File: src/hdl/phts_pkg.sv
// Shared constants, types and the opcode decoder for the hazard timing scoreboard.
// No dependencies; every other file in hdl/ except phts_ram refers to it by scoped names.
package phts_pkg;

	localparam int NUM_REGS_DEF   = 32;
	localparam int MAX_SPAN_DEF   = 16;
	localparam int CYCLE_BITS_DEF = 32;
	localparam int WORD_BITS      = 32;
	localparam int OUT_BITS       = 32;
	localparam int CLASS_BITS     = 3;

	localparam logic [6:0] OP_R      = 7'b0110011;
	localparam logic [6:0] OP_I      = 7'b0010011;
	localparam logic [6:0] OP_LOAD   = 7'b0000011;
	localparam logic [6:0] OP_STORE  = 7'b0100011;
	localparam logic [6:0] OP_BRANCH = 7'b1100011;

	typedef enum logic [CLASS_BITS-1:0] {
		CLS_R       = 3'd0,
		CLS_I       = 3'd1,
		CLS_LOAD    = 3'd2,
		CLS_STORE   = 3'd3,
		CLS_BRANCH  = 3'd4,
		CLS_UNKNOWN = 3'd5
	} cls_t;

	typedef enum logic [3:0] {
		S_IDLE,
		S_PRE,
		S_FINC,
		S_SKIP,
		S_STEP,
		S_RD1,
		S_RD2,
		S_RSEL,
		S_WCMP,
		S_WJMP,
		S_DONE
	} state_t;

	typedef enum logic [1:0] {
		PH_ID,
		PH_EX,
		PH_MEM,
		PH_WB
	} phase_t;

	// status of the shared step unit
	typedef struct packed {
		logic a_max;
		logic ge;
	} unit_flags_t;

	function automatic cls_t decode_class(input logic [6:0] op);
		cls_t c;
		case (op)
			OP_R:      c = CLS_R;
			OP_I:      c = CLS_I;
			OP_LOAD:   c = CLS_LOAD;
			OP_STORE:  c = CLS_STORE;
			OP_BRANCH: c = CLS_BRANCH;
			default:   c = CLS_UNKNOWN;
		endcase
		return c;
	endfunction

endpackage

File: src/hdl/phts_if.sv
// Valid/ready channel interfaces: instruction requests in, stage timing results out.
// Depends on phts_pkg for field widths.
interface phts_in_if;
	logic                             valid;
	logic                             ready;
	logic [phts_pkg::WORD_BITS-1:0]   instruction_word;

	modport source (output valid, output instruction_word, input ready);
	modport sink (input valid, input instruction_word, output ready);
endinterface

interface phts_out_if;
	logic                             valid;
	logic                             ready;
	logic [phts_pkg::CLASS_BITS-1:0]  instr_class;
	logic [phts_pkg::OUT_BITS-1:0]    fetch_cycle;
	logic [phts_pkg::OUT_BITS-1:0]    decode_cycle;
	logic [phts_pkg::OUT_BITS-1:0]    execute_cycle;
	logic [phts_pkg::OUT_BITS-1:0]    memory_cycle;
	logic [phts_pkg::OUT_BITS-1:0]    writeback_cycle;
	logic                             span_overflow;

	modport source (output valid, output instr_class, output fetch_cycle, output decode_cycle,
		output execute_cycle, output memory_cycle, output writeback_cycle,
		output span_overflow, input ready);
	modport sink (input valid, input instr_class, input fetch_cycle, input decode_cycle,
		input execute_cycle, input memory_cycle, input writeback_cycle,
		input span_overflow, output ready);
endinterface

File: src/hdl/phts_ram.sv
// Generic single-write, single-read RAM with registered read data.
// No dependencies.
module phts_ram #(
	parameter int WIDTH = 32,
	parameter int DEPTH = 32
) (
	input  logic                     clk,
	input  logic                     we,
	input  logic [$clog2(DEPTH)-1:0] waddr,
	input  logic [WIDTH-1:0]         wdata,
	input  logic                     re,
	input  logic [$clog2(DEPTH)-1:0] raddr,
	output logic [WIDTH-1:0]         rdata
);

	logic [WIDTH-1:0] mem_q [DEPTH];

	always_ff @(posedge clk) begin
		if (we) begin
			mem_q[waddr] <= wdata;
		end
		if (re) begin
			rdata <= mem_q[raddr];
		end
	end

endmodule

File: src/hdl/phts_step_unit.sv
// Shared cycle arithmetic: saturating increment, compare and clamped span offset.
// Depends on phts_pkg for the flag struct.
module phts_step_unit #(
	parameter int CYCLE_BITS = 32,
	parameter int MAX_SPAN   = 16
) (
	input  logic [CYCLE_BITS-1:0]           a,
	input  logic [CYCLE_BITS-1:0]           b,
	output logic [CYCLE_BITS-1:0]           inc,
	output logic [$clog2(MAX_SPAN+1)-1:0]   off,
	output phts_pkg::unit_flags_t           flags
);

	localparam int SPW = $clog2(MAX_SPAN + 1);

	logic [CYCLE_BITS-1:0] diff;

	always_comb begin
		flags.a_max = &a;
		flags.ge    = (a >= b);
		inc         = flags.a_max ? a : a + CYCLE_BITS'(1);
		diff        = a - b;
		// offsets past the span window all read as MAX_SPAN
		off         = (diff > CYCLE_BITS'(MAX_SPAN)) ? SPW'(MAX_SPAN) : diff[SPW-1:0];
	end

endmodule

File: src/hdl/pipeline_hazard_timing_scoreboard.sv
// From the accepting edge, the time to a valid result depends on the instruction class; a
// source wait that jumps ahead lengthens it, and so does each stall cell of the previous row
// that is waited out. One request is in work at a time, and a result held by the sink stalls
// the last step.
// Reset (arst_n low): ready table reads as all zero, last fetch and stall mask clear, idle.
module pipeline_hazard_timing_scoreboard #(
	parameter int NUM_REGS   = phts_pkg::NUM_REGS_DEF,
	parameter int MAX_SPAN   = phts_pkg::MAX_SPAN_DEF,
	parameter int CYCLE_BITS = phts_pkg::CYCLE_BITS_DEF
) (
	input  logic         clk,
	input  logic         arst_n,
	phts_in_if.sink      instr,
	phts_out_if.source   timing
);

	localparam int RIW = $clog2(NUM_REGS);
	localparam int SPW = $clog2(MAX_SPAN + 1);
	localparam int SIW = $clog2(MAX_SPAN);
	localparam logic [CYCLE_BITS-1:0] CYC_MAX    = {CYCLE_BITS{1'b1}};
	localparam logic [CYCLE_BITS-1:0] CYC_MAX_M1 = {{(CYCLE_BITS-1){1'b1}}, 1'b0};
	localparam logic [SPW-1:0]        SPAN_OFF   = SPW'(MAX_SPAN);

	// Offsets are kept narrow and clamped at MAX_SPAN:
	//   offl = min(cur - last_fetch - 1, MAX_SPAN)  indexes the previous row's stall mask
	//   offf = min(cur - fetch - 1, MAX_SPAN)       indexes this row's own stall mask
	// Both step with cur; a jump on a register wait recomputes offf through the step
	// unit and rebuilds offl from dfl = min(fetch - last_fetch, MAX_SPAN).

	// control state
	phts_pkg::state_t  st_q, st_d;
	phts_pkg::phase_t  ph_q, ph_d;
	logic              out_valid_q, out_valid_d;
	logic [NUM_REGS-1:0] vld_q, vld_d;
	logic [CYCLE_BITS-1:0] lf_q, lf_d;
	logic [MAX_SPAN-1:0]   pm_q, pm_d;

	// per-request working registers
	phts_pkg::cls_t        cls_q, cls_d;
	logic [RIW-1:0]        rd_q, rd_d, rs1_q, rs1_d, rs2_q, rs2_d;
	logic [CYCLE_BITS-1:0] cur_q, cur_d, f_q, f_d, d_q, d_d, e_q, e_d, m_q, m_d;
	logic [CYCLE_BITS-1:0] rdy_q, rdy_d;
	logic [SPW-1:0]        offl_q, offl_d, offf_q, offf_d, dfl_q, dfl_d;
	logic [MAX_SPAN-1:0]   own_q, own_d;
	logic                  fmax_q, fmax_d;
	logic                  rvld_q, rvld_d;

	// result register
	logic [phts_pkg::CLASS_BITS-1:0] o_cls_q, o_cls_d;
	logic [phts_pkg::OUT_BITS-1:0]   o_f_q, o_f_d, o_d_q, o_d_d, o_e_q, o_e_d;
	logic [phts_pkg::OUT_BITS-1:0]   o_m_q, o_m_d, o_wb_q, o_wb_d;
	logic                            o_ovf_q, o_ovf_d;

	// shared unit and ready table
	logic [CYCLE_BITS-1:0]  u_a, u_b, u_inc;
	logic [SPW-1:0]         u_off;
	phts_pkg::unit_flags_t  u_flg;
	logic                   ram_we, ram_re;
	logic [RIW-1:0]         ram_waddr, ram_raddr;
	logic [CYCLE_BITS-1:0]  ram_rdata, rd_data;

	logic cur_max, adv;

	function automatic logic [phts_pkg::OUT_BITS-1:0] low_word(input logic [CYCLE_BITS-1:0] c);
		logic [CYCLE_BITS+phts_pkg::OUT_BITS-1:0] x;
		x = {{phts_pkg::OUT_BITS{1'b0}}, c};
		return x[phts_pkg::OUT_BITS-1:0];
	endfunction

	function automatic logic [SPW-1:0] off_inc(input logic [SPW-1:0] x);
		return (x >= SPAN_OFF) ? SPAN_OFF : x + SPW'(1);
	endfunction

	phts_step_unit #(
		.CYCLE_BITS (CYCLE_BITS),
		.MAX_SPAN   (MAX_SPAN)
	) u_step (
		.a     (u_a),
		.b     (u_b),
		.inc   (u_inc),
		.off   (u_off),
		.flags (u_flg)
	);

	phts_ram #(
		.WIDTH (CYCLE_BITS),
		.DEPTH (NUM_REGS)
	) u_ready_tbl (
		.clk   (clk),
		.we    (ram_we),
		.waddr (ram_waddr),
		.wdata (cur_q),
		.re    (ram_re),
		.raddr (ram_raddr),
		.rdata (ram_rdata)
	);

	// never-written entries read as zero
	assign rd_data = rvld_q ? ram_rdata : '0;
	assign cur_max = &cur_q;
	// one cell of the previous row's stall mask is waited out
	assign adv     = !cur_max && (offl_q < SPAN_OFF) && pm_q[offl_q[SIW-1:0]];

	assign instr.ready           = (st_q == phts_pkg::S_IDLE);
	assign timing.valid          = out_valid_q;
	assign timing.instr_class    = o_cls_q;
	assign timing.fetch_cycle    = o_f_q;
	assign timing.decode_cycle   = o_d_q;
	assign timing.execute_cycle  = o_e_q;
	assign timing.memory_cycle   = o_m_q;
	assign timing.writeback_cycle = o_wb_q;
	assign timing.span_overflow  = o_ovf_q;

	// unit operand select
	always_comb begin
		u_a = cur_q;
		u_b = f_q;
		case (st_q)
			phts_pkg::S_IDLE: u_a = lf_q;
			phts_pkg::S_RSEL: begin
				u_a = rdy_q;
				u_b = rd_data;
			end
			phts_pkg::S_WCMP: begin
				u_a = rdy_q;
				u_b = cur_q;
			end
			// n - f - 1 with n = sat_inc(ready)
			phts_pkg::S_WJMP: u_a = (&rdy_q) ? CYC_MAX_M1 : rdy_q;
			default: ;
		endcase
	end

	// sequencer: next state and datapath
	always_comb begin
		logic [SPW:0] sum;
		sum = '0;

		st_d        = st_q;
		ph_d        = ph_q;
		out_valid_d = (out_valid_q && timing.ready) ? 1'b0 : out_valid_q;
		vld_d       = vld_q;
		lf_d        = lf_q;
		pm_d        = pm_q;
		cls_d       = cls_q;
		rd_d        = rd_q;
		rs1_d       = rs1_q;
		rs2_d       = rs2_q;
		cur_d       = cur_q;
		f_d         = f_q;
		d_d         = d_q;
		e_d         = e_q;
		m_d         = m_q;
		rdy_d       = rdy_q;
		offl_d      = offl_q;
		offf_d      = offf_q;
		dfl_d       = dfl_q;
		own_d       = own_q;
		fmax_d      = fmax_q;
		rvld_d      = rvld_q;
		o_cls_d     = o_cls_q;
		o_f_d       = o_f_q;
		o_d_d       = o_d_q;
		o_e_d       = o_e_q;
		o_m_d       = o_m_q;
		o_wb_d      = o_wb_q;
		o_ovf_d     = o_ovf_q;
		ram_we      = 1'b0;
		ram_waddr   = rd_q;
		ram_re      = 1'b0;
		ram_raddr   = rs1_q;

		case (st_q)
			phts_pkg::S_IDLE: begin
				if (instr.valid) begin
					cls_d  = phts_pkg::decode_class(instr.instruction_word[6:0]);
					rd_d   = instr.instruction_word[7 +: RIW];
					rs1_d  = instr.instruction_word[15 +: RIW];
					rs2_d  = instr.instruction_word[20 +: RIW];
					cur_d  = u_inc;
					offl_d = '0;
					e_d    = '0;
					m_d    = '0;
					own_d  = '0;
					st_d   = phts_pkg::S_PRE;
				end
			end
			// stalls before IF belong to the previous row only
			phts_pkg::S_PRE: begin
				if (adv) begin
					cur_d  = u_inc;
					offl_d = off_inc(offl_q);
				end else begin
					f_d    = cur_q;
					fmax_d = cur_max;
					st_d   = phts_pkg::S_FINC;
				end
			end
			phts_pkg::S_FINC: begin
				cur_d  = u_inc;
				offf_d = '0;
				if (!cur_max) begin
					offl_d = off_inc(offl_q);
					dfl_d  = off_inc(offl_q);
				end
				ph_d = phts_pkg::PH_ID;
				st_d = phts_pkg::S_SKIP;
			end
			// wait out the previous row's stall cells, marking them as our own
			phts_pkg::S_SKIP: begin
				if (adv) begin
					cur_d  = u_inc;
					offl_d = off_inc(offl_q);
					offf_d = off_inc(offf_q);
					if (offf_q < SPAN_OFF) begin
						own_d[offf_q[SIW-1:0]] = 1'b1;
					end
				end else begin
					case (ph_q)
						phts_pkg::PH_ID: begin
							d_d  = cur_q;
							ph_d = (cls_q <= phts_pkg::CLS_STORE) ? phts_pkg::PH_EX
								: phts_pkg::PH_WB;
							st_d = phts_pkg::S_STEP;
						end
						phts_pkg::PH_EX: begin
							e_d  = cur_q;
							ph_d = phts_pkg::PH_MEM;
							st_d = phts_pkg::S_STEP;
						end
						phts_pkg::PH_MEM: begin
							m_d  = cur_q;
							ph_d = phts_pkg::PH_WB;
							st_d = phts_pkg::S_STEP;
						end
						phts_pkg::PH_WB: st_d = phts_pkg::S_DONE;
						default: st_d = phts_pkg::S_DONE;
					endcase
				end
			end
			phts_pkg::S_STEP: begin
				cur_d = u_inc;
				if (!cur_max) begin
					offl_d = off_inc(offl_q);
					offf_d = off_inc(offf_q);
				end
				if (ph_q == phts_pkg::PH_EX ||
					(ph_q == phts_pkg::PH_MEM && cls_q == phts_pkg::CLS_STORE)) begin
					st_d = phts_pkg::S_RD1;
				end else begin
					st_d = phts_pkg::S_SKIP;
				end
			end
			// source register read: store checks rs2 before EXE, rs1 before MEM
			phts_pkg::S_RD1: begin
				ram_re    = 1'b1;
				ram_raddr = (ph_q == phts_pkg::PH_EX && cls_q == phts_pkg::CLS_STORE)
					? rs2_q : rs1_q;
				rvld_d    = vld_q[ram_raddr];
				st_d      = phts_pkg::S_RD2;
			end
			phts_pkg::S_RD2: begin
				rdy_d = rd_data;
				if (cls_q == phts_pkg::CLS_R && ph_q == phts_pkg::PH_EX) begin
					ram_re    = 1'b1;
					ram_raddr = rs2_q;
					rvld_d    = vld_q[ram_raddr];
					st_d      = phts_pkg::S_RSEL;
				end else begin
					st_d = phts_pkg::S_WCMP;
				end
			end
			// R-type waits on the later of its two sources; a tie keeps rs1
			phts_pkg::S_RSEL: begin
				rdy_d = u_flg.ge ? rdy_q : rd_data;
				st_d  = phts_pkg::S_WCMP;
			end
			phts_pkg::S_WCMP: begin
				st_d = u_flg.ge ? phts_pkg::S_WJMP : phts_pkg::S_SKIP;
			end
			// jump to the cycle after the source's WB, marking the skipped cells
			phts_pkg::S_WJMP: begin
				if (!cur_max) begin
					for (int k = 0; k < MAX_SPAN; k++) begin
						if (SPW'(k) >= offf_q && SPW'(k) < u_off) begin
							own_d[k] = 1'b1;
						end
					end
					sum    = {1'b0, u_off} + {1'b0, dfl_q};
					cur_d  = u_inc;
					offf_d = u_off;
					offl_d = (sum > (SPW+1)'(MAX_SPAN)) ? SPAN_OFF : sum[SPW-1:0];
				end
				st_d = phts_pkg::S_SKIP;
			end
			phts_pkg::S_DONE: begin
				if (!out_valid_q || timing.ready) begin
					out_valid_d = 1'b1;
					o_cls_d     = cls_q;
					o_f_d       = low_word(f_q);
					o_d_d       = low_word(d_q);
					o_e_d       = low_word(e_q);
					o_m_d       = low_word(m_q);
					o_wb_d      = low_word(cur_q);
					o_ovf_d     = !fmax_q && (offf_q == SPAN_OFF);
					if (cls_q <= phts_pkg::CLS_LOAD) begin
						ram_we       = 1'b1;
						vld_d[rd_q]  = 1'b1;
					end
					lf_d = f_q;
					pm_d = own_q;
					st_d = phts_pkg::S_IDLE;
				end
			end
			default: st_d = phts_pkg::S_IDLE;
		endcase
	end

	always_ff @(posedge clk or negedge arst_n) begin
		if (!arst_n) begin
			st_q        <= phts_pkg::S_IDLE;
			ph_q        <= phts_pkg::PH_ID;
			out_valid_q <= 1'b0;
			vld_q       <= '0;
			lf_q        <= '0;
			pm_q        <= '0;
		end else begin
			st_q        <= st_d;
			ph_q        <= ph_d;
			out_valid_q <= out_valid_d;
			vld_q       <= vld_d;
			lf_q        <= lf_d;
			pm_q        <= pm_d;
		end
	end

	always_ff @(posedge clk) begin
		cls_q   <= cls_d;
		rd_q    <= rd_d;
		rs1_q   <= rs1_d;
		rs2_q   <= rs2_d;
		cur_q   <= cur_d;
		f_q     <= f_d;
		d_q     <= d_d;
		e_q     <= e_d;
		m_q     <= m_d;
		rdy_q   <= rdy_d;
		offl_q  <= offl_d;
		offf_q  <= offf_d;
		dfl_q   <= dfl_d;
		own_q   <= own_d;
		fmax_q  <= fmax_d;
		rvld_q  <= rvld_d;
		o_cls_q <= o_cls_d;
		o_f_q   <= o_f_d;
		o_d_q   <= o_d_d;
		o_e_q   <= o_e_d;
		o_m_q   <= o_m_d;
		o_wb_q  <= o_wb_d;
		o_ovf_q <= o_ovf_d;
	end

endmodule

File: src/flat_wrapper.sv
// flat-port wrapper written by rule: the top's interface ports become plain ports
module pipeline_hazard_timing_scoreboard_flat 
#(
	parameter int NUM_REGS   = phts_pkg::NUM_REGS_DEF,
	parameter int MAX_SPAN   = phts_pkg::MAX_SPAN_DEF,
	parameter int CYCLE_BITS = phts_pkg::CYCLE_BITS_DEF
)
  (clk, arst_n, instr_valid, instr_instruction_word, instr_ready, timing_valid, timing_instr_class, timing_fetch_cycle, timing_decode_cycle, timing_execute_cycle, timing_memory_cycle, timing_writeback_cycle, timing_span_overflow, timing_ready);
  phts_in_if instr_i ();
  phts_out_if timing_i ();
  input  logic clk;
  input  logic arst_n;
  input wire logic [$bits(instr_i.valid)-1:0] instr_valid;
  input wire logic [$bits(instr_i.instruction_word)-1:0] instr_instruction_word;
  output wire logic [$bits(instr_i.ready)-1:0] instr_ready;
  output wire logic [$bits(timing_i.valid)-1:0] timing_valid;
  output wire logic [$bits(timing_i.instr_class)-1:0] timing_instr_class;
  output wire logic [$bits(timing_i.fetch_cycle)-1:0] timing_fetch_cycle;
  output wire logic [$bits(timing_i.decode_cycle)-1:0] timing_decode_cycle;
  output wire logic [$bits(timing_i.execute_cycle)-1:0] timing_execute_cycle;
  output wire logic [$bits(timing_i.memory_cycle)-1:0] timing_memory_cycle;
  output wire logic [$bits(timing_i.writeback_cycle)-1:0] timing_writeback_cycle;
  output wire logic [$bits(timing_i.span_overflow)-1:0] timing_span_overflow;
  input wire logic [$bits(timing_i.ready)-1:0] timing_ready;
  assign instr_i.valid = instr_valid;
  assign instr_i.instruction_word = instr_instruction_word;
  assign instr_ready = instr_i.ready;
  assign timing_valid = timing_i.valid;
  assign timing_instr_class = timing_i.instr_class;
  assign timing_fetch_cycle = timing_i.fetch_cycle;
  assign timing_decode_cycle = timing_i.decode_cycle;
  assign timing_execute_cycle = timing_i.execute_cycle;
  assign timing_memory_cycle = timing_i.memory_cycle;
  assign timing_writeback_cycle = timing_i.writeback_cycle;
  assign timing_span_overflow = timing_i.span_overflow;
  assign timing_i.ready = timing_ready;
  pipeline_hazard_timing_scoreboard #(.NUM_REGS(NUM_REGS), .MAX_SPAN(MAX_SPAN), .CYCLE_BITS(CYCLE_BITS)) u_core (.clk(clk), .arst_n(arst_n), .instr(instr_i), .timing(timing_i));
endmodule
File: config.mk
export PLATFORM = sky130hd
export DESIGN_NAME = pipeline_hazard_timing_scoreboard_flat
export DESIGN_NICKNAME = d
export VERILOG_FILES = /design/src/hdl/phts_pkg.sv /design/src/hdl/phts_if.sv /design/src/hdl/phts_ram.sv /design/src/hdl/phts_step_unit.sv /design/src/hdl/pipeline_hazard_timing_scoreboard.sv /design/src/flat_wrapper.sv
export SDC_FILE = /design/constraint.sdc
export NUM_CORES = 2
export LEC_CHECK = 0
export BUFFER_PORTS_ARGS = -buffer_cell sky130_fd_sc_hd__clkbuf_2
export CELL_PAD_IN_SITES_DETAIL_PLACEMENT = 1
export CELL_PAD_IN_SITES_GLOBAL_PLACEMENT = 2
export CORE_MARGIN = 2
export CORE_UTILIZATION = 50
export DETAILED_ROUTE_END_ITERATION = 8
export PLACE_DENSITY_LB_ADDON = 0.1
export SETUP_SLACK_MARGIN = 0.15
export SLEW_MARGIN = 20
export SYNTH_ARGS = -nofsm -noshare
export SYNTH_HDL_FRONTEND = slang
export SYNTH_SLANG_ARGS = --single-unit
File: constraint.sdc
create_clock -name clk -period 17.8 [get_ports clk]
set_clock_uncertainty 0.05 [all_clocks]
set_input_delay 2.67 -clock clk [delete_from_list [all_inputs] [get_ports clk]]
set_output_delay 2.67 -clock clk [all_outputs]
set_load 0.1 [all_outputs]
# ---- Yosys cells after proc, flatten, opt, wreduce, memory -nomap -nowiden
# Memory sizes are Yosys's and may differ from the RTL's. A register that Yosys moved wholly into a read port is not among the register bits.
# Cells that the tools add are included.
dict set report totals {
  ff_bits 494
  latch_bits 0
  mem_bits_rw 1024
  romBits 0
  input_bits 36
  memories 1
}
dict set report classes {
  n_addsub 5
  mul 0
  n_div 0
  magnitude_cmp 48
  n_eq_ne 51
  n_shift 0
  mux 91
  n_bitwise 4
  n_reduce_logical 79
}
# name words word_bits read_ports rd_ports_with_merged_regs wr line
set mem_list {}
lappend mem_list {u_core.u_ready_tbl.mem_q 32 32 1 1 1 phts_ram.sv:16} ;# logic [WIDTH-1:0] mem_q [DEPTH];
# cell count
set op_table {}
lappend op_table {{$mux 32} 12}
lappend op_table {{$pmux 32 s2} 4}
lappend op_table {{$pmux 32 s4} 1}
lappend op_table {{$pmux 32 s3} 1}
lappend op_table {{$reduce_and 32->1} 3}
lappend op_table {{$reduce_and 6->1} 16}
lappend op_table {{$mux 5} 13}
lappend op_table {{$mux 16} 4}
lappend op_table {{$pmux 16 s3} 1}
lappend op_table {{$ne 2x1->1 const B} 23}
lappend op_table {{$ge 4x5->1 const A} 8}
lappend op_table {{$lt 4x5->1 const A} 8}
lappend op_table {{$pmux 4 s10} 1}
lappend op_table {{$pmux 5 s4} 2}
lappend op_table {{$add 32x1->32 const B} 1}
lappend op_table {{$ge 32x32->1} 1}
lappend op_table {{$gt 32x5->1 const B} 1}
lappend op_table {{$or 32x32->32} 1}
lappend op_table {{$sub 32x32->32} 1}
lappend op_table {{$mux 1} 31}
lappend op_table {{$logic_and 1x1->1} 25}
lappend op_table {{$mux 4} 6}
lappend op_table {{$ge 3x5->1 const A} 4}
lappend op_table {{$lt 3x5->1 const A} 4}
lappend op_table {{other kinds (56)} 106}

# ---- Depth between registers and ports, before layout
dict set report depth {
  ltp_word 11
  mapped_depth 30
  depth_no_buf 27
}

# ---- Hierarchy
# From an unflattened synthesis, not the netlist that was laid out.
dict set report hier_totals {
  hier_cells 4088
  area_unflattened_um2 63475.9
}
# module instances cells_each area_per_inst_um2
set by_module_without_submodules {}
lappend by_module_without_submodules {phts_ram 1 2260 40807.9}
lappend by_module_without_submodules {pipeline_hazard_timing_scoreboard 1 1374 19660.1}
lappend by_module_without_submodules {phts_step_unit 1 454 3007.9}

# ---- Least setup slack after synthesis
# Ideal clock, no wire load.
dict set report synth_timing {
  kind {input to register}
  start {input port timing_ready}
  end {register u_core.o_d_q, in the netlist u_core.timing.decode_cycle[0] (enable)}
  setup_time_ns 0.593
  arrival_ns 7.727
  path_slack_ns 9.430
  cell_stages 4
  n_path_buf 1
  path_cell_list {nand2b_1 nand3_1 inv_1 clkbuf_1}
}
dict set report synth_via {
  elab_chain_cells 2
}
# item line
set synth_rtl {}
lappend synth_rtl {{start, declared} flat_wrapper.sv:24} ;# input wire logic [$bits(timing_i.ready)-1:0] timing_ready;
lappend synth_rtl {{$logic_or 1x1->1} pipeline_hazard_timing_scoreboard.sv:297} ;# if (!out_valid_q || timing.ready) begin
lappend synth_rtl {{$reduce_and 2->1 (no line)} n/a}
lappend synth_rtl {{end signal, assigned} pipeline_hazard_timing_scoreboard.sv:356} ;# o_d_q <= o_d_d;
lappend synth_rtl {{end, declared} pipeline_hazard_timing_scoreboard.sv:50} ;# logic [phts_pkg::OUT_BITS-1:0] o_f_q, o_f_d, o_d_q, o_d_d, o_e_q, o_e_d;
# No other way between the ends.
# A chain may end at the register's enable or synchronous reset.

# ---- Final worst setup path
dict set report layout_timing {
  start {register u_core.st_q[1]}
  end {register u_core.offl_q[2], data pin}
}
dict set report layout_via {
  elab_chain_cells 11
  word_cells_on_any_way 21
  classes_between {add/sub: 2; order compare: 2; eq/ne: 7; mux: 6; reduce/logical: 4}
}
# item line
set layout_rtl {}
lappend layout_rtl {{start, declared} pipeline_hazard_timing_scoreboard.sv:31} ;# phts_pkg::state_t st_q, st_d;
lappend layout_rtl {{start signal, assigned} pipeline_hazard_timing_scoreboard.sv:321} ;# st_q <= phts_pkg::S_IDLE;
lappend layout_rtl {{start signal, assigned} pipeline_hazard_timing_scoreboard.sv:328} ;# st_q <= st_d;
lappend layout_rtl {{$eq 4x3->1 / $eq 4x4->1 (equally long branches)} pipeline_hazard_timing_scoreboard.sv:118} ;# case (st_q)
lappend layout_rtl {{$reduce_or 2->1 (no line)} n/a}
lappend layout_rtl {{$pmux 32 s3} pipeline_hazard_timing_scoreboard.sv:118}
lappend layout_rtl {{$sub 32x32->32} phts_step_unit.sv:22} ;# diff = a - b;
lappend layout_rtl {{$gt 32x5->1} phts_step_unit.sv:24} ;# off = (diff > CYCLE_BITS'(MAX_SPAN)) ? SPW'(MAX_SPAN) : diff[SPW-1:0];
lappend layout_rtl {{$mux 5} phts_step_unit.sv:24}
lappend layout_rtl {{$add 5x5->6} pipeline_hazard_timing_scoreboard.sv:289} ;# sum = {1'b0, u_off} + {1'b0, dfl_q};
lappend layout_rtl {{$gt 6x5->1} pipeline_hazard_timing_scoreboard.sv:292} ;# offl_d = (sum > (SPW+1)'(MAX_SPAN)) ? SPAN_OFF : sum[SPW-1:0];
lappend layout_rtl {{$mux 5} pipeline_hazard_timing_scoreboard.sv:292}
lappend layout_rtl {{$mux 5} pipeline_hazard_timing_scoreboard.sv:283} ;# if (!cur_max) begin
lappend layout_rtl {{$pmux 5 s4 (*)} pipeline_hazard_timing_scoreboard.sv:173} ;# case (st_q)
lappend layout_rtl {{net u_core.offl_d[2]} pipeline_hazard_timing_scoreboard.sv:43} ;# logic [SPW-1:0] offl_q, offl_d, offf_q, offf_d, dfl_q, dfl_d;
lappend layout_rtl {{end signal, assigned} pipeline_hazard_timing_scoreboard.sv:348} ;# offl_q <= offl_d;
lappend layout_rtl {{end, declared} pipeline_hazard_timing_scoreboard.sv:43}
# The timed path passes the listed nets; every way through them passes the cells marked *. The select of a mux whose other input is x is not followed.

==> qor.csv <==
stage,metric,value,unit
outcome,status,finished clean,
detailed_routing,num_vias,36171,
sta,fmax,117,MHz
worst_setup_path,path_class,register to register,
clocking,ctsResizeCount,0,
cells_and_area,final_common_cell,edfxtp_1,
grt,grt_pass1_wl,267,mm
clocking,cts_tree,yes,
clocking,clkSinkCount,1550,
sta,rsz0062_at_grt,false,
run,maxCapViolCount,0,
cells_and_area,nets,4163,
sta,worstMarginPinSlew,1.33,ns
cells_and_area,layout-area-overhead-vs-synth,13.7,%
logic_synthesis,synth-edff-count,1463,
min_path,hp-class,register to register,
clocking,clockBufferDepth,3,
die,dieArea,129000,sq um
grt,grt_use_total,0.287,
worst_setup_path,worstSetupStartpointType,register,
sta,finalHoldViolCount,0,
grt,antenna_found_initial,6,
power,powerDensity,176,nW/um^2
worst_setup_path,cp.arrival,9.11,ns
logic_synthesis,yosys_warnings,0,
logic_synthesis,syn-num-nets,3873,
cells_and_area,layout-drive-gt1-share,0.224,
place,routabilityCongestion,0.870,
sta,slew_headroom,0.107,
cells_and_area,final_util,0.572,
place,placed_area,66600,sq um
cells_and_area,final_cells,5858,
worst_setup_path,end_kind,register,
clocking,path_clk_slew,0.06,ns
detailed_routing,route.detailed.drc,0,
cells_and_area,multi_input_area,16300,sq um
sta,period_needed,8.53,ns
place,numPlacedInstances,5570,
sta,drv_slew,0,
worst_setup_path,crit_fanout,30,
power,p_leak,24.7,nW
die,core_area,125000,sq um
clocking,clk_latency,0.79,ns
detailed_routing,ant_nets,0,
logic_synthesis,ys_types,92,
power,ir_drop,0.134,mV
clocking,post-cts-setup-buffers,0,
cells_and_area,diodes,0,
sta,report.final.setup_viol,0,
sta,fin_crit_sh,0.479,
die,ios,202,
logic_synthesis,ys_ff_latch,1550,
die,fp.dieH,359,um
detailed_routing,routedWlPerCell,31.3,um
cells_and_area,ff_latch_area,46100,sq um
worst_setup_path,path_cells,buf_4 > nor2_1 > nand2_1 > clkinv_1 > a222oi_1 > inv_1 > ha_1 > a21oi_1 > o21ai_0 > a311oi_1 > mux2i_1 > a2111oi_0 > nand4_1 > nor4_1 > nand4b_1 > nor2_1 > and2_1 > ha_1 > a21oi_1 > nand2_1 > xor2_1 > or4_1 > a211oi_1 > a22o_1,
die,chipWidth,359,um
sta,setup_tns,0,ns
logic_synthesis,avgSynthCellArea,16.6,sq um
grt,grt_pass1_vias,37516,
clocking,h-tree-depth,4,
clocking,cts_hold_buf,0,
cells_and_area,layout_common_cells,"edfxtp_1, nand2_1, mux4_2",
clocking,cts-root-buf,clkbuf_16,
die,start_util,0.503,
detailed_routing,drt_pass1_iterations,6,
logic_synthesis,synthesis.area,63000,sq um
worst_setup_path,max_stage_delay,0.78,ns
detailed_routing,viasPerCell,6.17,
logic_synthesis,synthFlopType,edfxtp_1,
place,hpwl,112,mm
worst_setup_path,worst-endpoint-required,18.39,ns
cells_and_area,num-fill-cells,11402,
cells_and_area,final_cell_area,71600,sq um
detailed_routing,wl,183,mm
grt,grt_max_degree,134,
detailed_routing,drtIter0Drc,3749,
logic_synthesis,ys_seq_area_frac,0.732,
grt,grt_remaining_overflow,0,
place,io_buffers,191,
logic_synthesis,synthCells,3792,
worst_setup_path,slowest_stage,a222oi_1,
clocking,cts_buffers,160,
logic_synthesis,ys_async_sr_fraction,0.0561,
die,rows,130,
## report_power, final
group | switching (W) | internal (W) | leakage [nW] | total (W)
Clock | 0.00143 | 0.00183 | 2.45 | 0.00326
Combinational | 0.00309 | 0.00122 | 7.74 | 0.00431
Sequential | 0.000217 | 0.00483 | 14.5 | 0.00504
Total | 0.00473 | 0.00788 | 24.7 | 0.0126
## cell usage after synthesis, drive strengths merged, types with 4 or more instances
cell,number,share of area
or2,38,0.0038
a211o,4,0.00056
nor2b,16,0.0016
mux4,279,0.10
nor2,125,0.0074
a221oi,7,0.0013
dfrtp,87,0.035
a21boi,4,0.00048
a22o,31,0.0043
buf,47,0.0034
a2bb2oi,5,0.00089
clkbuf,132,0.0079
a22oi,14,0.0017
nand2,549,0.033
mux2i,13,0.0021
o21ai,132,0.011
nor3,25,0.0020
a222oi,6,0.00095
a31oi,16,0.0016
o21a,12,0.0014
inv,53,0.0032
nand3,199,0.016
nand2b,12,0.0012
o221ai,6,0.0011
o21bai,11,0.0013
nand4,30,0.0031
xnor2,35,0.0050
a31o,5,0.00070
nand3b,6,0.00072
and3,10,0.00099
and2,77,0.0076
or3,7,0.00077
nor3b,6,0.00089
edfxtp,1463,0.70
a21o,31,0.0037
xor2,25,0.0037
o22ai,16,0.0020
a211oi,6,0.00072
nand4b,5,0.00070
a21oi,138,0.012
nor4,16,0.0019
ha,44,0.0087
o2bb2ai,6,0.0010
## critical path, delay by kind of cell (launching register included)
family / cells / cell delay [ns]
XOR/XNOR: 1 / 0.16
AND/OR/NAND/NOR: 9 / 2.42
adder cells (fa/ha/maj): 2 / 0.75
buffers and inverters: 3 / 1.27
multiplexers: 1 / 0.19
flip-flops: 1 / 0.45
AO/OA/AOI/OAI: 8 / 3.04
## registers in the layout, indices dropped and copies added, names as in the netlist, 4 cells and up
register	count
u_core.d_q	32
u_core.st_q	4
u_core.e_q	32
u_core.timing.writeback_cycle	32
u_core.offf_q	5
u_core.timing.decode_cycle	32
u_core.timing.memory_cycle	32
u_core.timing.execute_cycle	32
u_core.f_q	32
u_core.timing.fetch_cycle	32
u_core.rs1_q	5
u_core.vld_q	32
u_core.dfl_q	5
u_core.rs2_q	5
u_core.lf_q	32
u_core.pm_q	16
u_core.u_ready_tbl.mem_q	1024
u_core.cur_q	32
u_core.ram_waddr	5
u_core.m_q	32
u_core.rdy_q	32
u_core.u_ready_tbl.rdata	32
u_core.offl_q	5
u_core.own_q	16
## routing by layer
| metal | wire length [um] | share of wire | vias up | track usage |
|---|---|---|---|---|
| met5 | 0 | 0 | - | 0 |
| met4 | 6490 | 0.035 | 0 | 0.101 |
| met3 | 10600 | 0.058 | 270 | 0.0403 |
| met2 | 90400 | 0.49 | 1299 | 0.474 |
| met1 | 75900 | 0.41 | 19231 | 0.394 |
| li1 | - | - | 15371 | - |
## logic make-up after synthesis
| group | Yosys count | share of synthesized area |
|---|---|---|
| AOI/OAI and AO/OA | 477 | 0.0504 |
| xor gates and xnor gates | 60 | 0.00870 |
| adders and majority gates | 47 | 0.00938 |
| buffers and inverters | 233 | 0.0145 |
| DFF | 1550 | 0.732 |
| muxes | 294 | 0.102 |
| and+or+nand+nor | 1131 | 0.0828 |
## layout make-up
class                      instances  area share
sequential                      1550       0.644
multi-input combinational       2009       0.228
clock buffer                     193      0.0582
tap                             1650      0.0288
timing repair buffer             307      0.0259
clock inverter                    95      0.0127
inverter                          54     0.00293
## metrics by stage
stage	power, W	hold WS (ns)	worst slack [ns]
detailed placement	0.00940	0.356	9.31
finish	0.0126	0.354	9.27
CTS	0.0127	0.352	9.25
global placement	0.00932	0.350	9.33
floorplan	0.00776	0.350	9.43
global route	0.0132	0.362	8.65
## worst paths after layout
| kind | slack, ns | end | from | cells after the start |
|---|---|---|---|---|
| setup / recovery | 9.27 | u_core.offl_q[2]$_DFFE_PP_ | u_core.st_q[1]$_DFFE_PN0P_ | 24 |
| hold / removal | 0.35 | u_core.timing.decode_cycle[12]$_DFFE_PP_ | u_core.d_q[12]$_DFFE_PP_ | 0 |
| setup reg to reg | 9.27 | u_core.offl_q[2]$_DFFE_PP_ | u_core.st_q[1]$_DFFE_PN0P_ | 24 |
| hold reg to reg | 0.35 | u_core.timing.decode_cycle[12]$_DFFE_PP_ | u_core.d_q[12]$_DFFE_PP_ | 0 |
| max in group asynchronous | 14.63 | u_core.lf_q[29]$_DFFE_PN0P_ | arst_n | 2 |
| min in group asynchronous | 1.82 | u_core.ph_q[0]$_DFFE_PN0P_ | arst_n | 1 |
Power figures use the tool's default switching activity.
